**config.mk**
```make
export PLATFORM = sky130hd
export DESIGN_NAME = crtf_ctrl
export DESIGN_NICKNAME = d
export VERILOG_FILES = /design/src/rtl/crtf_pkg.sv /design/src/rtl/crtf_ctrl.sv
export SDC_FILE = /design/constraint.sdc
export NUM_CORES = 1
export LEC_CHECK = 0
export BUFFER_PORTS_ARGS = -buffer_cell sky130_fd_sc_hd__buf_2
export CAP_MARGIN = 15
export CORE_AREA = 2 2 39 41
export DETAILED_ROUTE_END_ITERATION = 8
export DIE_AREA = 0 0 41 43
export PLACE_DENSITY_LB_ADDON = 0.2
export SLEW_MARGIN = 30
export SYNTH_ARGS = -nofsm -noshare
export SYNTH_HDL_FRONTEND = slang
export SYNTH_SLANG_ARGS = --single-unit
```
**constraint.sdc**
```tcl
create_clock -name clk -period 1.6 [get_ports clk]
set_input_delay 0 -clock clk [delete_from_list [all_inputs] [get_ports clk]]
set_output_delay 0 -clock clk [all_outputs]
set_load 0.05 [all_outputs]
```
**src/rtl/crtf_pkg.sv**
```systemverilog
// Shared types and constants of the code point range table filter.
package crtf_pkg;

  localparam int CP_W        = 16;
  localparam int IDX_IN_W    = 8;
  localparam int ENTRY_W     = 2 * CP_W;
  localparam int CFG_IDX_W   = 3;
  localparam int CFG_DATA_W  = 16;
  localparam int RC_W        = 9;
  localparam int ROW_CFG_W   = 7;

  localparam logic [CP_W-1:0] SPACE_CHAR = 16'h0020;

  localparam logic CMD_LOAD = 1'b0;
  localparam logic CMD_CHAR = 1'b1;

  localparam logic [CFG_IDX_W-1:0] REG_RANGE_COUNT = 3'd0;
  localparam logic [CFG_IDX_W-1:0] REG_SUBSTITUTE  = 3'd1;
  localparam logic [CFG_IDX_W-1:0] REG_LIST_VIEW   = 3'd2;
  localparam logic [CFG_IDX_W-1:0] REG_ROW_WIDTH   = 3'd3;
  localparam logic [CFG_IDX_W-1:0] REG_USE_WINDOW  = 3'd4;
  localparam logic [CFG_IDX_W-1:0] REG_WINDOW_LOW  = 3'd5;
  localparam logic [CFG_IDX_W-1:0] REG_WINDOW_HIGH = 3'd6;

  typedef logic [1:0] sel_t;
  localparam sel_t SEL_CP    = 2'd0;
  localparam sel_t SEL_SPACE = 2'd1;
  localparam sel_t SEL_END   = 2'd2;

  typedef struct packed {
    logic take_load;
    logic take_char;
    logic col_reduce;
    logic win_open_set;
    logic win_close_set;
    logic search_init;
    logic search_step;
    logic emit;
    sel_t emit_sel;
    logic col_inc;
    logic end_clear;
  } cmd_t;

  typedef struct packed {
    logic is_char;
    logic eos;
    logic col_ge_rw;
    logic col_zero;
    logic col_inc_zero;
    logic use_window;
    logic substitute;
    logic list_view;
    logic win_closed;
    logic open_nxt;
    logic above_high;
    logic cp_is_space;
    logic cnt_zero;
    logic hit;
    logic step_empty;
    logic slot_free;
  } stat_t;

endpackage

```
**src/rtl/crtf_ctrl.sv**
```systemverilog
// Controller: per-item sequencing of column fix-up, mode decision, search, emit and padding.
module crtf_ctrl import crtf_pkg::*; (
  input  logic  clk,
  input  logic  rst_n,
  input  logic  in_valid,
  output logic  in_ready,
  input  stat_t stat,
  output cmd_t  cmd
);

  localparam logic [2:0] S_IDLE   = 3'd0;
  localparam logic [2:0] S_NORM   = 3'd1;
  localparam logic [2:0] S_DECIDE = 3'd2;
  localparam logic [2:0] S_SEARCH = 3'd3;
  localparam logic [2:0] S_EMIT   = 3'd4;
  localparam logic [2:0] S_PAD    = 3'd5;
  localparam logic [2:0] S_FIN    = 3'd6;

  logic [2:0] state_r, state_nxt;
  sel_t       sel_r, sel_nxt;

  always_ff @(posedge clk) begin
    if (!rst_n) begin
      state_r <= S_IDLE;
      sel_r   <= SEL_CP;
    end else begin
      state_r <= state_nxt;
      sel_r   <= sel_nxt;
    end
  end

  always_comb begin
    logic go_search;
    logic miss_space;
    go_search  = 1'b0;
    miss_space = stat.use_window && stat.substitute && stat.list_view;
    cmd        = '0;
    state_nxt  = state_r;
    sel_nxt    = sel_r;
    in_ready   = (state_r == S_IDLE);
    case (state_r)
      S_IDLE: begin
        if (in_valid) begin
          if (stat.is_char) begin
            cmd.take_char = 1'b1;
            state_nxt     = S_NORM;
          end else begin
            cmd.take_load = 1'b1;
          end
        end
      end
      S_NORM: begin
        if (stat.col_ge_rw) begin
          cmd.col_reduce = 1'b1;
        end else begin
          state_nxt = S_DECIDE;
        end
      end
      S_DECIDE: begin
        state_nxt = S_FIN;
        if (stat.use_window) begin
          if (!stat.win_closed && stat.open_nxt) begin
            cmd.win_open_set = 1'b1;
            if (stat.above_high) begin
              cmd.win_close_set = 1'b1;
            end else begin
              go_search = 1'b1;
            end
          end
        end else if (!stat.substitute || !stat.cp_is_space) begin
          go_search = 1'b1;
        end else if (stat.list_view && !stat.col_zero) begin
          state_nxt = S_PAD;
        end
        if (go_search) begin
          cmd.search_init = 1'b1;
          if (!stat.cnt_zero) begin
            state_nxt = S_SEARCH;
          end else if (miss_space) begin
            sel_nxt   = SEL_SPACE;
            state_nxt = S_EMIT;
          end
        end
      end
      S_SEARCH: begin
        if (stat.hit) begin
          sel_nxt   = SEL_CP;
          state_nxt = S_EMIT;
        end else if (stat.step_empty) begin
          if (miss_space) begin
            sel_nxt   = SEL_SPACE;
            state_nxt = S_EMIT;
          end else begin
            state_nxt = S_FIN;
          end
        end else begin
          cmd.search_step = 1'b1;
        end
      end
      S_EMIT: begin
        if (stat.slot_free) begin
          cmd.emit     = 1'b1;
          cmd.emit_sel = sel_r;
          cmd.col_inc  = 1'b1;
          state_nxt    = S_FIN;
        end
      end
      S_PAD: begin
        if (stat.slot_free) begin
          cmd.emit     = 1'b1;
          cmd.emit_sel = SEL_SPACE;
          cmd.col_inc  = 1'b1;
          if (stat.col_inc_zero) begin
            state_nxt = S_FIN;
          end
        end
      end
      S_FIN: begin
        if (!stat.eos) begin
          state_nxt = S_IDLE;
        end else if (stat.slot_free) begin
          cmd.emit      = 1'b1;
          cmd.emit_sel  = SEL_END;
          cmd.end_clear = 1'b1;
          state_nxt     = S_IDLE;
        end
      end
      default: begin
        state_nxt = S_IDLE;
      end
    endcase
  end

endmodule
```
==> results of run 1 <==
[state kept, by name, summed over array words and instances, names as in the netlist]
register and count:
sel_r 2, state_r 3
[power by group]
| part | switching, mW | internal [mW] | total [mW] | leakage, nW |
|---|---|---|---|---|
| sequential | 0.0407 | 0.151 | 0.192 | 0.0406 |
| clock | 0.0553 | 0.0945 | 0.150 | 0.0150 |
| combinational | 0.473 | 0.257 | 0.730 | 0.291 |
[cell families (layout without fill, tap and decap cells)]
| group | count (synthesis) | in the layout | synth area share (%) |
|---|---|---|---|
| buffers and inverters | 9 | 45 | 8.35 |
| multiplexers | 1 | 1 | 1.91 |
| AO/OA/AOI/OAI | 20 | 20 | 27.4 |
| AND/OR/NAND/NOR | 38 | 38 | 43.2 |
| flip-flops | 5 | 5 | 19.1 |
[per-stage QoR]
stage | util (%) | setup TNS [ns] | setup WS, ns
2_1_floorplan | - | -0.214 | -0.167
3_3_place_gp | 53.6 | 0 | 0.214
3_5_place_dp | 53.6 | 0 | 0.181
4_1_cts | 55.5 | 0 | 0.0998
5_1_grt | 55.5 | 0 | 0.0133
6_report | 55.5 | 0 | 0.0987
[critical path, delay by kind of cell (launching register included)]
kind | cells | cell delay, ns
buf+inv | 1 | 0.28
simple gates | 2 | 0.47
flops | 1 | 0.51
[cell usage in the layout (no fill, tap or decap), types with 2 or more instances in the layout]
master and n:
nor4_1 3, inv_1 5, nand3_1 3, nand2_1 6
clkbuf_4 3, o21ai_1 2, buf_2 31, nor2b_4 2
nor2_1 6, buf_4 4, nand2b_1 2, nor3b_1 2
dfxtp_1 5, o21ai_0 4, nor3_2 3, a31oi_2 2
a21oi_1 3, and3_1 2
[per-layer routing]
metal / track usage [%] / part of all wire (%)
met5: 0 / 0
met4: 8.00 / 1.1
met2: 27.5 / 46
met1: 25.2 / 46
met3: 3.14 / 6.7
[area by class of cell]
type | count | share of cell area (%)
Inverter | 6 | 2.93
Multi-Input combinational cell | 59 | 53.9
Sequential cell | 5 | 13.0
Timing Repair Buffer | 35 | 24.1
Clock buffer | 4 | 3.42
Tap cell | 16 | 2.61
[path summary, 6_finish.rpt]
check | start | end | slack [ns] | cells past startpoint
worst min register to register | sel_r[1]$_SDFFE_PN0P_ | sel_r[1]$_SDFFE_PN0P_ | 0.45 | 2
worst max register to register | state_r[0]$_SDFFE_PN0P_ | state_r[0]$_SDFFE_PN0P_ | 0.18 | 5
worst max-delay path | state_r[0]$_SDFFE_PN0P_ | cmd[5] | 0.1 | 3
worst min-delay path | rst_n | state_r[0]$_SDFFE_PN0P_ | 0.02 | 2
==> results.txt, run 1 <==
The flow ran to the end, and the final reports show no timing, DRC or antenna violations. The cell total after placement came out at approximately 120. The worst slew margin relative to its limit came out at between 70 and 80%. The remaining global-route overflow is 0.

Counting the fill cells in the layout gives 144. The worst IR drop on VDD came out at 0.000714 V. The final-report max-slew violation count was 0. For this design the static power due to leakage is about 0.35 nW. The count of TritonRoute iterations in the first routing pass is 4. The count of yosys warnings during synthesis came out at 0.

The residual DRC count is 0. For this design the top-level I/O count stands at 32. The total power of the final layout came out at roughly 1.1 mW.

0 antenna diodes ended up in the layout. The total core area came out at ~1400 sq um. The horizontal die dimension came out at 41 um.

The most frequent cell after synthesis is nor2_1. Ranked by instance count, the synthesized netlist is headed by 7 x nor2_1, 6 x nand2_1, 5 x dfxtp_1, 5 x inv_1, 5 x nor3_1. The number of buffer cells added on primary ports is 31. Of the post-synthesis cell area, the dominant cell type holds between 10% and 20%. The post-synthesis cell count is 73. Max-cap violations in this run came to 0. The fmax came out at 666 MHz. The via count of the first global-routing pass is around 550.

The number of endpoints with negative hold slack in the final report was 0. The post-synthesis to final-layout area growth is 46.5%. STA classifies the critical path startpoint as a register. In this run the remaining antenna-violating nets after routing total 0.

Across all hold checks on the routed design, the worst slack comes to 0.0172 ns. The slowest stage of the critical path is the dfxtp_1 cell. The TritonCTS sink count is 5. Across all layers, the routed design uses 640 vias. The most area-hungry cell type in the Yosys netlist is dfxtp_1.

For this run, the slowest stage of the critical path takes 0.51 ns. The required time at the endpoint of the critical path is between 1.5 and 2 ns. After the flow finishes, the layout carries non-filler instances totaling ~130. Counting the buffers created by CTS gives 3. At the pin with the least slew margin, the transition time is roughly 0.33 ns. The average cell area after synthesis is 7.18 sq um. Setup repair after global routing left no endpoint under its margin. The post-synth design cell area is about 520 sq um. The H-tree depth is 1. The area of all placed cells without fillers is approximately 770 sq um. Buffers added to address setup during post-CTS repair amount to 0. The iteration-0 DRC count of the detailed router is 5. The number of placement rows came out at 14. The number of antenna violations at the first check in global routing is 0. The capturing element type of the critical path is an output port. The proportion of synthesized flip-flops having asynchronous set or reset is 0%. The number of nets in the synthesized netlist came out at a little over 90. The initial utilization of the core area, before any placement, comes to between 30 and 40%. The synthesized design contains 5 register bits.

The largest net degree at the start of global routing came out at 13. Detailed placement finished with a half-perimeter wire length of 1120 um. The hold buffer count at CTS is 0. The primary flip-flop cell chosen by synthesis mapping is dfxtp_1.

The count of instances resized after the clock tree is built came out at 0. The chip height came out at approximately 43 um. The setup-violating endpoint count in the final report came out at 0. Of the cells placed in the final design, the portion with a size suffix greater than 1 is ~50%.

The clock passes through at most 2 buffers. The detailed-route wire length per cell came out at 11.0 um. The period utilization came out at a little over nine tenths. The routability congestion estimate from global placement is 0.772.

Clock tree synthesis selected as its root buffer the cell clkbuf_4. After the last flow step, the layout net total stands at 129. The worst-skew pair later-pin latency is 0.25 ns. The post-synthesis cell type count is 34. The count of flip-flops with a built-in enable after synthesis is 0. The per-cell via count in the routed design is approximately 5. Walking the worst path, the cells encountered are nor3b_2 > nor2b_4 > buf_2. In this run the worst path has a maximum fanout of 10. TritonCTS built the clock tree. The routed wire length is 1380 um. After clock tree synthesis, the clock-pin slew on the worst setup and hold paths is 0.04 ns. The post-detailed-placement cell area is between 700 and 800 sq um. The worst-case clock skew is slightly below 0.004 ns. The worst hold path belongs to the class in -> reg. The footprint of the flip-flops and latches came out at ~100 sq um. The global-route wire length before repair came out at 2270 um. Data on the critical path arrives at its endpoint at ~1.5 ns.

By area the synthesized netlist is led by dfxtp_1 19%, nor2b_4 5.3%, nor2_1 5.0%. The final critical path time including I/O delays and setup is around 1.5 ns. In the global route stage, overall resource usage came out at a little under a fifth. The area of combinational cells with multiple inputs is about 410 sq um. The share of the Yosys chip area taken by registers is 19.1%. The worst setup path is of the reg -> out kind. The power per cell area came out at between 1000 and 1500 nW/um^2.

The floorplan step defined a die boundary enclosing between 1500 and 2000 sq um.
(Power assumes the default switching activity.)
==> inputs of run 2 (changes only) <==
--- a/config.mk
+++ b/config.mk
@@ -11,6 +11,7 @@
 export DETAILED_ROUTE_END_ITERATION = 8
 export DIE_AREA = 0 0 41 43
 export PLACE_DENSITY_LB_ADDON = 0.2
+export REMOVE_ABC_BUFFERS = 1
 export SLEW_MARGIN = 30
 export SYNTH_ARGS = -nofsm -noshare
 export SYNTH_HDL_FRONTEND = slang
==> run 2 against run 1 <==
  * Flip-flop and latch count unchanged
  * Sequential share of layout area increased by 0.74 points
  * Largest power group unchanged
  * Final area decreased by 5.4%
  * Critical path depth increased by 1
  * Non-clock buffer count decreased by 1
  * First-iteration DRC count increased by 120%
  * Combinational power decreased by 5.5%
  * Register-to-register slack improved by 0.12 ns
==> results.txt, run 2 (synthesized netlist as in run 1, its figures left out) <==
The flow ran to the end, and the final reports show no timing, DRC or antenna violations. The starting utilization of the core area is 37.9% (unchanged). The routability congestion estimate from global placement came out at 0.896 (+16%). The hold buffer count at CTS came out at 0 (unchanged). The arrival time reported for the critical path endpoint came out at 1.45 ns (-0.05 ns).

The routed wire length is 1420 um (+2.9%). The horizontal die dimension came out at 41 um (unchanged). The full die area came out at 1760 sq um (unchanged). The worst min-delay path category is in -> reg. The number of buffers inserted during clock tree synthesis came out at 3 (unchanged). The cell total after placement is 120 (-0.83%). The count of vias placed by the detailed router came out at 667 (+4.2%).

The number of max-cap violations was 0 (unchanged). STA classifies the critical path endpoint as an output port. The number of stages on the worst setup path came out at 4 (+1). The tree is rooted in a clkbuf_4. The worst IR drop on VDD is 0.000767 V (+7.3%). The worst-case clock skew came out at 0.00591 ns (+0.00194 ns). The setup-violating endpoint count in the final report came out at 0 (unchanged). The total half-perimeter wirelength after legalization and detailed placement is 1190 um (+6.5%). The total number of nets in the final design is 128 (-0.78%). The chip height is 43 um (unchanged). The worst slew margin relative to its limit is 80.3% (+2.2 points).

The H-tree depth came out at 1 (unchanged). The residual DRC count is 0 (unchanged). The iteration-0 DRC count of the detailed router came out at 11 (+6).

The nature of the critical path startpoint is a register. The post-CTS setup repair buffer count is 0 (unchanged). The critical-path maximum fanout is 6 (-4). The class of the most critical setup path is reg -> out. The number of antenna violations at the first check in global routing is 0 (unchanged). The summed negative setup slack over all endpoints came to 0 ns (unchanged). The worst register-to-register path ends at state_r[0]$_SDFFE_PN0P_.

The most critical setup path has its startpoint at state_r[2]$_SDFFE_PN0P_. The remaining global-route overflow came out at 0 (unchanged). The flip-flop count of the largest register, all copies and words added came to 3 (unchanged). The number of placement rows is 14 (unchanged).

The largest registers in the layout are state_r x3, sel_r x2. The count of antenna diodes in the layout was 0 (unchanged). The number of antenna-violating nets in the routed design was 0 (unchanged).

The I/O pin count came to 32 (unchanged). Traced cell by cell, the critical path runs through nand2b_1 > nor3_1 > and2_1 > buf_2. The number of buffer cells added on primary ports came out at 31 (unchanged).

The kind of cell with the highest combined delay along the critical path is simple AND/OR/NAND/NOR gates. The area of all placed cells without fillers is 727 sq um (-5.4%). Leaving out fill and tap cells, the most frequent cell in the layout is buf_2. The register-to-register setup slack came out at 0.30 ns (+0.12 ns). The worst setup path endpoint is cmd[7]. The detailed-route wire length per cell came out at 11.4 um (+3.7%). The required time at the endpoint of the critical path is 1.60 ns (about the same). The total buffers and inverters traversed by the critical path is 1 (unchanged). The total power of the final layout is 0.999 mW (-6.8%). The post-detailed-placement cell area came out at 701 sq um (-5.6%). The final-report max-slew violation count came to 0 (unchanged). The per-cell via count in the routed design came out at 5.38 (+5.1%). The number of endpoints with negative hold slack in the final report is 0 (unchanged).

Setup repair after global routing left no endpoint under its margin. The count of TritonRoute iterations in the first routing pass is 4 (unchanged). The final standard cell count with taps included and fillers excluded is 124 (-0.80%). The register bank with the most flops is state_r. For this design, the slowest cell found on the critical path is dfxtp_1. The fmax is 688 MHz (+3.3%). The largest net degree at the start of global routing came out at 13 (unchanged). The TritonCTS sink count came out at 5 (unchanged). The standby leakage power is 0.336 nW (-3.0%). The power per cell area came out at 1370 nW/um^2 (-1.5%). The total core area is 1380 sq um (unchanged). The count of instances resized after the clock tree is built came to 0 (unchanged).

The final worst setup slack came to 0.147 ns (+0.0482 ns). The clock tree buffer depth came to 2 (unchanged). TritonCTS built the clock tree. The maximum single-stage delay on the critical path came out at 0.30 ns (-0.21 ns). The period utilization was 90.8% (-3.0 points). The post-synthesis to final-layout area growth came out at 38.7%.

The worst-skew pair later-pin latency came out at 0.24 ns (about the same). Leaving out fill and tap cells, the most frequent cells in the layout are 31 x buf_2, 7 x nor2_1, 6 x nand2_1. The utilization of the core after routing came out at 52.5% (-3.0 points).

The global-route wire length before repair is 2090 um (-7.9%). The worst hold margin is 0.0350 ns (+0.0178 ns). The global router's overall resource usage came to 16.5% (-2.0 points). The pin slew with the least headroom to its limit came out at 0.296 ns (-0.0327 ns). The final critical path time including I/O delays and setup came to 1.45 ns (-0.0482 ns). The via count of the first global-routing pass came to 568 (+2.7%). The setup slack at placement is 0.301 ns (+0.121 ns). The proportion of layout cells with a drive suffix above 1 is 43.5% (-6.0 points). The startpoint identified for the worst register-to-register timing path is state_r[0]$_SDFFE_PN0P_. The depth of the worst register-to-register path is 6 (+1). The clock transition at the register clock pins on the worst setup and hold paths after CTS is 0.05 ns (about the same).
[run 2: cell types whose count changed in the layout (fill, tap and decap cells not counted), sizes merged]
cell and delta:
buf -1
[run 2: worst min-delay path by stage]
stage           from                       to  depth (start not counted)
6_report       rst_n  state_r[0]$_SDFFE_PN0P_                          2
5_1_grt        rst_n  state_r[0]$_SDFFE_PN0P_                          2
4_1_cts        rst_n  state_r[0]$_SDFFE_PN0P_                          2
3_5_place_dp   rst_n  state_r[0]$_SDFFE_PN0P_                          2
3_3_place_gp   rst_n  state_r[0]$_SDFFE_PN0P_                          2
2_1_floorplan  rst_n  state_r[0]$_SDFFE_PN0P_                          1
[run 2: final cells by class]
class | instances | area (sq um)
Sequential cell | 5 | 100
Tap cell | 16 | 20.0
Inverter | 6 | 22.5
Multi-Input combinational cell | 59 | 380
Fill cell | 145 | 657
Clock buffer | 4 | 26.3
Timing Repair Buffer | 34 | 178
[run 2: layer usage]
| metal | up-vias | GRT usage [%] | share of wire [%] |
|---|---|---|---|
| met4 | 0 | 1.33 | 0.28 |
| met5 | - | 0 | 0 |
| li1 | 337 | - | - |
| met2 | 30 | 27.8 | 49 |
| met1 | 298 | 20.6 | 45 |
| met3 | 2 | 4.71 | 6.4 |
[run 2: worst register-to-register path, stage by stage, from the launching register on]
cell and delay [ns]:
dfxtp_1 0.32, buf_4 0.18, inv_2 0.12, nand3_2 0.08, a31oi_2 0.22, a21oi_1 0.09, o21a_1 0.18
[run 2: report_power, final]
part | leakage (nW) | switching, mW | internal (mW)
Sequential | 0.0406 | 0.0161 | 0.151
Combinational | 0.281 | 0.467 | 0.222
Clock | 0.0150 | 0.0475 | 0.0940
==> inputs of run 3 (changes only) <==
--- a/config.mk
+++ b/config.mk
@@ -7,9 +7,11 @@
 export LEC_CHECK = 0
 export BUFFER_PORTS_ARGS = -buffer_cell sky130_fd_sc_hd__buf_2
 export CAP_MARGIN = 15
-export CORE_AREA = 2 2 39 41
+export CELL_PAD_IN_SITES_DETAIL_PLACEMENT = 1
+export CELL_PAD_IN_SITES_GLOBAL_PLACEMENT = 2
+export CORE_MARGIN = 2
+export CORE_UTILIZATION = 20
 export DETAILED_ROUTE_END_ITERATION = 8
-export DIE_AREA = 0 0 41 43
 export PLACE_DENSITY_LB_ADDON = 0.2
 export REMOVE_ABC_BUFFERS = 1
 export SLEW_MARGIN = 30
==> run 3 against run 2 <==
  * Register-to-register slack about the same
  * Clock skew about the same
  * Routed wire length increased by 24%
  * Combinational power increased by 3.6%
  * Total power increased by 4.0%
  * Non-clock buffer count increased by 1
  * Flip-flop and latch count unchanged
  * Largest power group unchanged
==> results.txt, run 3 (synthesized netlist as in run 1, its figures left out) <==
Grouping stages by cell kind, the critical path spends the most delay in simple AND/OR/NAND/NOR gates. The cell total after placement is 135 (+13%). The routed wire length is 1760 um (+24%). The starting utilization of the core area was 21.2% (-17 points). The total buffers and inverters traversed by the critical path came out at 2 (+1). The final-report max-slew violation count is 0 (unchanged). The power per cell area was 1370 nW/um^2 (-0.49%).

TritonCTS built the clock tree. From synthesis to final layout, the design area changed by 44.9%. The required time at the endpoint of the critical path is 1.60 ns (about the same). The remaining global-route overflow is 0 (unchanged).

The final worst setup slack is 0.152 ns (+0.00503 ns). The largest registers in the layout are state_r x3, sel_r x2. The proportion of layout cells with a drive suffix above 1 was 45.9% (+2.4 points). The final critical path time including I/O delays and setup came out at 1.45 ns (-0.00504 ns). The number of antenna violations at the first check in global routing is 0 (unchanged).

The total power of the final layout is 1.04 mW (+4.0%). The global router's overall resource usage came to 12.1% (-4.4 points). The pin slew with the least headroom to its limit came out at 0.339 ns (+0.0428 ns). The number of fillers in the final layout came to 330 (+130%). Setup repair after global routing left no endpoint under its margin. The post-detailed-placement cell area came out at 726 sq um (+3.6%).

The number of antenna-violating nets in the routed design came to 0 (unchanged). The H-tree depth is 1 (unchanged). The proportion of total power due to net switching was 53.2% (about the same). The summed negative setup slack over all endpoints was 0 ns (unchanged). The full die area came out at 3050 sq um (+73%). The standby leakage power came out at 0.342 nW (+1.7%). The number of buffers inserted during clock tree synthesis is 3 (unchanged).

The library cell used most frequently in the layout, excluding fill and tap cells, is buf_2. The number of max-cap violations came out at 0 (unchanged). The largest net degree at the start of global routing is 11 (-2).

The via count of the first global-routing pass came out at 682 (+20%). The number of placement rows came out at 18 (+4). The footprint of the flip-flops and latches came to 100 sq um (unchanged). The number of buffer cells added on primary ports is 31 (unchanged). The total core area came out at 2480 sq um (+79%). The worst slew margin relative to its limit is 77.2% (-3.1 points). The power spent charging and discharging nets is 0.552 mW (+4.0%). The horizontal die dimension came out at 55.2 um (+35%).

The sequential power share is 17.0% (+0.2 points). The number of endpoints with negative hold slack in the final report came out at 0 (unchanged). The total half-perimeter wirelength after legalization and detailed placement is 1460 um (+22%). The tree is rooted in a clkbuf_4. The area of all placed cells without fillers was 759 sq um (+4.5%). The count of antenna diodes in the layout came out at 0 (unchanged). The worst-case clock skew is 0.00626 ns (+0.000349 ns). The routability congestion estimate from global placement came out at 0.819 (-8.5%). The path class of the tightest hold or removal check is in -> reg. The internal power is 0.486 mW (+3.9%). The worst-skew pair later-pin latency came out at 0.24 ns (about the same). The worst hold margin was 0.0404 ns (+0.00541 ns).

The count of TritonRoute iterations in the first routing pass is 3 (-1). The final standard cell count with taps included and fillers excluded came out at 139 (+12%). The setup-violating endpoint count in the final report was 0 (unchanged). The critical-path maximum fanout is 6 (unchanged).

The logic gate share of total power came out at 68.8% (-0.3 points). The run finished with clean final reports. The arrival time reported for the critical path endpoint came out at 1.45 ns (about the same).

The worst setup path is of the reg -> out kind. The clock power share came out at 14.1% (about the same). The global-route wire length before repair came to 3070 um (+47%). The fmax is 691 MHz (+0.35%). On the critical path, the stage with the largest delay is an instance of dfxtp_1. The worst setup path is launched from a register. The TritonCTS sink count came out at 5 (unchanged). Traced cell by cell, the critical path runs through buf_4 > nor3_1 > and3_1 > buf_2.

The count of vias placed by the detailed router is 669 (+0.30%). STA classifies the critical path endpoint as an output port. The maximum single-stage delay on the critical path came to 0.32 ns (+0.02 ns). The flip-flop count of the largest register, all copies and words added came out at 3 (unchanged). The iteration-0 DRC count of the detailed router came out at 7 (-4). The period utilization came to 90.5% (-0.31 points). The utilization of the core after routing was 30.7% (-22 points). The total number of nets in the final design came out at 129 (+0.78%). The setup slack at placement is 0.292 ns (-0.00930 ns). The residual DRC count came to 0 (unchanged). The library cells used most frequently in the layout, excluding fill and tap cells, are 31 x buf_2, 7 x nor2_1, 6 x nand2_1. The clock tree buffer depth came out at 2 (unchanged).

The register bank with the most flops is state_r. The clock transition at the register clock pins on the worst setup and hold paths after CTS came out at 0.05 ns (about the same). The detailed-route wire length per cell came out at 12.6 um (+11%). The I/O pin count came to 32 (unchanged). The worst IR drop on VDD is 0.000650 V (-15%). The chip height was 55.2 um (+28%).

The area of combinational cells with multiple inputs came out at 388 sq um (+2.0%). The per-cell via count in the routed design is 4.81 (-11%).
run 3: changes by cell type in the layout (fill, tap and decap cells not counted), sizes merged:
| cell | before | now |
|---|---|---|
| buf | 34 | 35 |
run 3: worst paths after layout:
kind | start | to | slack (ns) | depth (start not counted)
max | state_r[0]$_SDFFE_PN0P_ | cmd[10] | 0.15 | 4
min | rst_n | state_r[0]$_SDFFE_PN0P_ | 0.04 | 2
max reg2reg | state_r[0]$_SDFFE_PN0P_ | state_r[0]$_SDFFE_PN0P_ | 0.31 | 6
min reg2reg | sel_r[1]$_SDFFE_PN0P_ | sel_r[1]$_SDFFE_PN0P_ | 0.45 | 2
run 3: power groups by stage:
stage | combinational (mW) | sequential, mW | clock (mW)
6_report | 0.715 | 0.177 | 0.147
5_1_grt | 0.782 | 0.180 | 0.166
4_1_cts | 0.720 | 0.176 | 0.156
3_5_place_dp | 0.717 | 0.177 | 0
3_3_place_gp | 0.713 | 0.176 | 0
2_1_floorplan | 0.459 | 0.212 | 0
run 3: metal layers:
layer,GRT usage [%],wire (um),vias up
li1,-,-,338
met1,15.2,842,314
met2,20.1,836,17
met3,3.75,79,0
met4,3.14,0,0
met5,0,0,-
run 3: cell type report:
| class | count | area share, % |
|---|---|---|
| multi-input cells | 59 | 51.1 |
| repair buffers | 35 | 24.4 |
| flip-flops and latches | 5 | 13.2 |
| well taps | 30 | 4.94 |
| clock buffers | 4 | 3.46 |
| inverters | 6 | 2.97 |
run 3: worst reg2reg max path: stages, from the launching register on:
cell	delay [ns]
dfxtp_1	0.32
buf_4	0.16
inv_2	0.12
nand3_2	0.08
a31oi_2	0.23
a21oi_1	0.09
o21a_1	0.18
run 3: repair_timing:
| item | in CTS | in global routing |
|---|---|---|
| resized for setup | 0 | 2 |
| hold buffers | 0 | 0 |
| buffers inserted | 0 | 0 |
| endpoints found under the hold margin | 0 | 0 |
| setup endpoints to repair | 0 | 1 |
